`src/design/target_point_penalty_force_top_defines.svh`:
```
// Assertion macros shared by the target point penalty force design.
// Each macro expects signals named clk and rst_n in the enclosing module.
`ifndef TARGET_POINT_PENALTY_FORCE_TOP_DEFINES_SVH
`define TARGET_POINT_PENALTY_FORCE_TOP_DEFINES_SVH

// The consequent must hold in the same cycle as the antecedent.
`define TPPF_ASSERT_SAME(lbl, ante, cons) \
  lbl: assert property (@(posedge clk) disable iff (!rst_n) (ante) |-> (cons)) \
    else $error("tppf assertion failed");

// The consequent must hold in the cycle after the antecedent.
`define TPPF_ASSERT_NEXT(lbl, ante, cons) \
  lbl: assert property (@(posedge clk) disable iff (!rst_n) (ante) |=> (cons)) \
    else $error("tppf assertion failed");

`endif

```
`src/design/tppf_pkg.sv`:
```
// Package for the target point penalty force block: payload structs, register
// indexes, the controller state type and the saturation helper. No dependencies.
package tppf_pkg;

  localparam int NUM_AXES   = 3;
  localparam int DIMENSIONS = 3;
  localparam int DATA_W     = 32;
  localparam int CFG_IDX_W  = 3;
  localparam int PROD_W     = 2 * DATA_W;
  localparam int FRAC_W     = 16;

  localparam logic signed [DATA_W-1:0] BOX_LOW_RESET  = 32'sd0;
  localparam logic signed [DATA_W-1:0] BOX_HIGH_RESET = 32'sd65536;

  localparam logic [CFG_IDX_W-1:0] REG_BOX_LOW_X  = 3'd0;
  localparam logic [CFG_IDX_W-1:0] REG_BOX_HIGH_X = 3'd1;
  localparam logic [CFG_IDX_W-1:0] REG_BOX_LOW_Y  = 3'd2;
  localparam logic [CFG_IDX_W-1:0] REG_BOX_HIGH_Y = 3'd3;
  localparam logic [CFG_IDX_W-1:0] REG_BOX_LOW_Z  = 3'd4;
  localparam logic [CFG_IDX_W-1:0] REG_BOX_HIGH_Z = 3'd5;

  typedef struct packed {
    logic signed [31:0] pos_x;
    logic signed [31:0] pos_y;
    logic signed [31:0] pos_z;
    logic signed [31:0] goal_x;
    logic signed [31:0] goal_y;
    logic signed [31:0] goal_z;
    logic signed [31:0] stiffness;
    logic signed [31:0] force_in_x;
    logic signed [31:0] force_in_y;
    logic signed [31:0] force_in_z;
    logic               pass_start;
  } in_t;

  typedef struct packed {
    logic signed [31:0] force_out_x;
    logic signed [31:0] force_out_y;
    logic signed [31:0] force_out_z;
    logic        [31:0] node_distance;
    logic        [31:0] pass_peak;
    logic        [31:0] overall_peak;
  } out_t;

  typedef enum logic [2:0] {
    S_IDLE,
    S_SHIFT,
    S_DIFF,
    S_MUL,
    S_SUM,
    S_START,
    S_ROOT,
    S_HOLD
  } state_t;

  function automatic logic signed [DATA_W-1:0] sat_s32(input logic signed [PROD_W-1:0] v);
    logic signed [PROD_W-1:0] max_v;
    logic signed [PROD_W-1:0] min_v;
    max_v = {{(PROD_W-DATA_W+1){1'b0}}, {(DATA_W-1){1'b1}}};
    min_v = {{(PROD_W-DATA_W+1){1'b1}}, {(DATA_W-1){1'b0}}};
    if (v > max_v) begin
      return max_v[DATA_W-1:0];
    end else if (v < min_v) begin
      return min_v[DATA_W-1:0];
    end
    return v[DATA_W-1:0];
  endfunction

endpackage

```
`src/design/tppf_isqrt.sv`:
```
// Floor square root of a 64-bit radicand, one root bit per cycle.
// Depends on tppf_pkg.
module tppf_isqrt (
  input  logic                           clk,
  input  logic                           rst_n,
  input  logic                           start,
  input  logic [tppf_pkg::PROD_W-1:0]    radicand,
  output logic                           busy,
  output logic                           done,
  output logic [tppf_pkg::DATA_W-1:0]    root
);

  localparam int RT_W  = tppf_pkg::DATA_W;
  localparam int RM_W  = RT_W + 2;
  localparam int TR_W  = RM_W + 2;
  localparam int CNT_W = $clog2(RT_W);

  logic [tppf_pkg::PROD_W-1:0] rad_r, rad_nxt;
  logic [RM_W-1:0]             rem_r, rem_nxt;
  logic [RT_W-1:0]             root_r, root_nxt;
  logic [CNT_W-1:0]            cnt_r, cnt_nxt;
  logic                        busy_r, busy_nxt;
  logic                        done_r, done_nxt;
  logic [TR_W-1:0]             trial;

  always_comb begin
    rad_nxt  = rad_r;
    rem_nxt  = rem_r;
    root_nxt = root_r;
    cnt_nxt  = cnt_r;
    busy_nxt = busy_r;
    done_nxt = 1'b0;
    trial    = {rem_r, rad_r[tppf_pkg::PROD_W-1 -: 2]} - {2'b00, root_r, 2'b01};
    if (start) begin
      rad_nxt  = radicand;
      rem_nxt  = '0;
      root_nxt = '0;
      cnt_nxt  = '0;
      busy_nxt = 1'b1;
    end else if (busy_r) begin
      rad_nxt = {rad_r[tppf_pkg::PROD_W-3:0], 2'b00};
      if (!trial[TR_W-1]) begin
        rem_nxt  = trial[RM_W-1:0];
        root_nxt = {root_r[RT_W-2:0], 1'b1};
      end else begin
        rem_nxt  = {rem_r[RM_W-3:0], rad_r[tppf_pkg::PROD_W-1 -: 2]};
        root_nxt = {root_r[RT_W-2:0], 1'b0};
      end
      cnt_nxt = cnt_r + 1'b1;
      if (cnt_r == CNT_W'(RT_W - 1)) begin
        busy_nxt = 1'b0;
        done_nxt = 1'b1;
      end
    end
  end

  always_ff @(posedge clk) begin
    if (!rst_n) begin
      busy_r <= 1'b0;
      done_r <= 1'b0;
      cnt_r  <= '0;
    end else begin
      busy_r <= busy_nxt;
      done_r <= done_nxt;
      cnt_r  <= cnt_nxt;
    end
    rad_r  <= rad_nxt;
    rem_r  <= rem_nxt;
    root_r <= root_nxt;
  end

  assign busy = busy_r;
  assign done = done_r;
  assign root = root_r;

endmodule

```
`config.mk`:
```
export PLATFORM = sky130hd
export DESIGN_NAME = tppf_isqrt
export DESIGN_NICKNAME = d
export VERILOG_FILES = /design/src/design/target_point_penalty_force_top_defines.svh /design/src/design/tppf_pkg.sv /design/src/design/tppf_isqrt.sv
export SDC_FILE = /design/constraint.sdc
export NUM_CORES = 1
export LEC_CHECK = 0
export BUFFER_PORTS_ARGS = -buffer_cell sky130_fd_sc_hd__buf_2
export CELL_PAD_IN_SITES_DETAIL_PLACEMENT = 1
export CELL_PAD_IN_SITES_GLOBAL_PLACEMENT = 2
export CORE_ASPECT_RATIO = 1.25
export CORE_UTILIZATION = 37
export CTS_CLUSTER_DIAMETER = 60
export CTS_CLUSTER_SIZE = 40
export DETAILED_ROUTE_END_ITERATION = 10
export HOLD_SLACK_MARGIN = 0.02
export PLACE_DENSITY = 0.76
export SLEW_MARGIN = 20
export SYNTH_ARGS = -nofsm -noshare
export SYNTH_HDL_FRONTEND = slang
export SYNTH_SLANG_ARGS = --single-unit
```
`constraint.sdc`:
```
create_clock -name clk -period 3.7 [get_ports clk]
set_clock_uncertainty 0.05 [all_clocks]
set_input_delay 0.37 -clock clk [delete_from_list [all_inputs] [get_ports clk]]
set_output_delay 0.37 -clock clk [all_outputs]
set_load 0.03 [all_outputs]
```
==> metrics <==
Worst Setup Start Kind flip-flop; Synth Warn # 0; P_sw 0.00220 W; power density cells 653 mW/mm^2; CTS max path bufs 2; mean routed wirelength per cell 16.7 microns; period utilisation layout 89.0%; Core ar. 0.0202 sq mm; port bufs 100; Post-Synth XOR/XNOR Area 3.19%; Clock power frac 28.8%; CP startpoint root[22]; cell at the slowest stage of the critical path or4b_1; Syn Std Cell Area about 0.0077 sq mm; crit path kind flip-flop to flip-flop; gpl congestion 0.844; HP Start rst_n; Hold WC Path Type input port to flip-flop; final hold vios 0; # IOs 101; critical path required time 3.98 ns; kind of end point of the critical path flip-flop; Slew HR 47.3%; drt drc 0; post-synthesis adder-cell area fraction 5.69%; worst skew pair latency 0.43 ns; Resized cells post-CTS 0; Max Cap Viol 0; Initial Utilization a little under two fifths; antenna viol nets, final 0; ratio of cells with drive above 1 in the final layout between 20% and 30%; total power 0.00585 W; WP data arrival roughly 3.6 ns; simple-gate portion of the synthesized area about an eighth; initial antenna violation count 0; # setup viols final 0; Inst Count DP 1083; Hold WS 0.150 ns; die area 0.0214 sq mm; Min Clock Period, post-route 3.29 ns; CTS tree built; chip height 163 microns; Pint 0.00365 W; Reg clk slew, reported paths around 0.07 ns; RSZ-0062 raised after global routing false; mux share of post-synthesis cell area 16.8%; CTS Buf Count 17; vias in the first global route 6318; Die X-Extent roughly 130 microns; Post-synth EDFFs 64; Async SR Flop Fraction 0%; sequential cell area fraction in the yosys report 44.0%; Syn Inst Count 750; Seq cells post-synth 137; crit-path cells inv_1 -> ha_1 -> a21oi_1 -> o21ai_2 -> a31oi_4 -> nand2_1 -> or4b_1 -> and3_1 -> buf_4 -> mux2i_1 -> a211oi_1; cell row count 58; Non-Filler Instances 1115; Tot GR Track Use 18.3%; Synth Area per Inst 10.3 sq um; pin count of the biggest net entering global routing 108; Logic pwr share 39.4%; Layout area overhead 16.5%; Reg2Reg Launch Point root[22]; initial drt markers between 200 and 250; post-CTS setup repair buffer count 0; H-tree depth 4; post-synthesis compound-gate area fraction between 10 and 15%; Fmax 304 MHz; Root Buffer clkbuf_16; main flop type after synthesis dfxtp_1; unique cell type count in the Yosys netlist roughly 60; drt total wl roughly 19000 microns; Crit path largest cell delay 0.49 ns; largest family of logic cells by synthesized area multiplexers; total number of vias a little under 6000; fin nets between 900 and 1000; DP HPWL 13200 microns; status finished clean; # clock sinks 137; Slew Viols, Final 0; Setup TNS 0 ns; worst vdd ir 0.000369 V; worst-path maximum fanout 12; Flop pwr share 31.8%; switching part of the total power 37.6%; hold_buf cts 0; slew of the pin with the lowest slew margin 0.790 ns; syn nets 852; vias per cell 5.26; Leak ~3.7 nW; total grt overflow 0; Ant. Diodes 0; Pre-antenna DRT Iters 4; first-pass GRT wire length 30700 microns
[layer usage]
| metal | GRT usage [%] | vias to the layer above | part of all wire (%) |
|---|---|---|---|
| met4 | 6.17 | 0 | 1.6 |
| li1 | - | 2912 | - |
| met1 | 20.9 | 2835 | 43 |
| met5 | 0 | - | 0 |
| met3 | 4.68 | 22 | 4.1 |
| met2 | 32.7 | 98 | 52 |
[path summary, 6_finish.rpt]
path	end	slack (ns)	cells after the start
max	rem_r[12]	0.41	11
min	busy	0.15	2
max reg2reg	rem_r[12]	0.41	11
min reg2reg	rem_r[26]	0.45	2
[registers in the layout, indices dropped and copies added (netlist names)]
signal / cells
root: 32
done: 1
rem_r: 34
cnt_r: 5
busy: 1
rad_r: 64
[critical path, delay by kind of cell, from the launching register on]
family,cells,cell delay [ns]
flops,1,0.37
fa+ha+maj,1,0.44
compound gates,4,1.00
mux,1,0.15
buf+inv,2,0.33
simple gates,3,0.86
[cell usage in the layout (no fill, tap or decap), types with 3 or more instances in the layout]
| cell type | instances |
|---|---|
| buf_2 | 99 |
| nor2_1 | 89 |
| dfxtp_1 | 72 |
| edfxtp_1 | 64 |
| mux2_2 | 62 |
| mux2i_1 | 58 |
| inv_1 | 42 |
| nand2_1 | 37 |
| ha_1 | 35 |
| a21oi_1 | 34 |
| a211oi_1 | 28 |
| xnor2_1 | 19 |
| clkbuf_16 | 17 |
| nand3_1 | 15 |
| nor3_1 | 12 |
| o21ai_1 | 12 |
| and3_1 | 10 |
| a21o_1 | 10 |
| xor2_1 | 9 |
| nand4_1 | 9 |
| o21ai_0 | 9 |
| a311oi_1 | 7 |
| inv_6 | 7 |
| buf_4 | 7 |
| o211ai_1 | 5 |
| o21bai_1 | 5 |
| inv_8 | 5 |
| and2_1 | 4 |
| a41oi_1 | 4 |
| o31ai_1 | 4 |
| a31oi_1 | 4 |
| nor4_1 | 3 |
| nand2b_1 | 3 |
| o21a_1 | 3 |
| nor2b_1 | 3 |
| nor3b_1 | 3 |
[area by class of cell]
class / instances / area [sq um]
Clock buffer: 17 / 425
Clock inverter: 15 / 148
Fill cell: 2247 / 11300
Inverter: 42 / 158
Multi-Input combinational cell: 527 / 3940
Sequential cell: 137 / 3390
Tap cell: 270 / 338
Timing Repair Buffer: 107 / 568
[through the flow]
step	area, sq um	worst slack [ns]	util, %
4_1_cts	8960	0.361	44.3
2_1_floorplan	7690	0.598	-
3_3_place_gp	8390	0.504	41.4
5_1_grt	8960	0.145	44.3
6_report	8960	0.406	44.3
3_5_place_dp	8390	0.396	41.4
[cells in the mapped netlist (4+ instances only)]
cell,n,area [sq um]
a211oi_1,28,210
a21o_1,10,75.1
a21oi_1,34,170
a311oi_1,7,61.3
a31oi_1,4,25.0
a41oi_1,4,35.0
and2_1,4,25.0
and3_1,10,62.6
buf_1,8,30.0
buf_6,6,67.6
clkbuf_1,29,109
dfxtp_1,73,1460
edfxtp_1,64,1920
ha_1,35,438
inv_1,42,158
mux2_2,62,698
mux2i_1,58,581
nand2_1,37,139
nand3_1,15,75.1
nand4_1,9,56.3
nor2_1,89,334
nor3_1,12,60.1
o211ai_1,5,37.5
o21ai_0,9,45.0
o21ai_1,12,60.1
o21bai_1,5,37.5
o31ai_1,4,30.0
xnor2_1,19,166
xor2_1,9,78.8
[cells by family after synthesis]
family,Yosys count
XOR/XNOR,28
buffers and inverters,86
multiplexers,121
AND/OR/NAND/NOR,197
adder cells (fa/ha/maj),35
flip-flops,137
AO/OA/AOI/OAI,146
[power by group through the flow]
stage	Combinational (W)	Sequential [W]	Clock, W
2_1_floorplan	0.00186	0.00186	0
3_3_place_gp	0.00224	0.00189	0
3_5_place_dp	0.00231	0.00190	0
4_1_cts	0.00233	0.00186	0.00173
5_1_grt	0.00253	0.00188	0.00179
6_report	0.00231	0.00186	0.00168
Power figures use the tool's default switching activity.
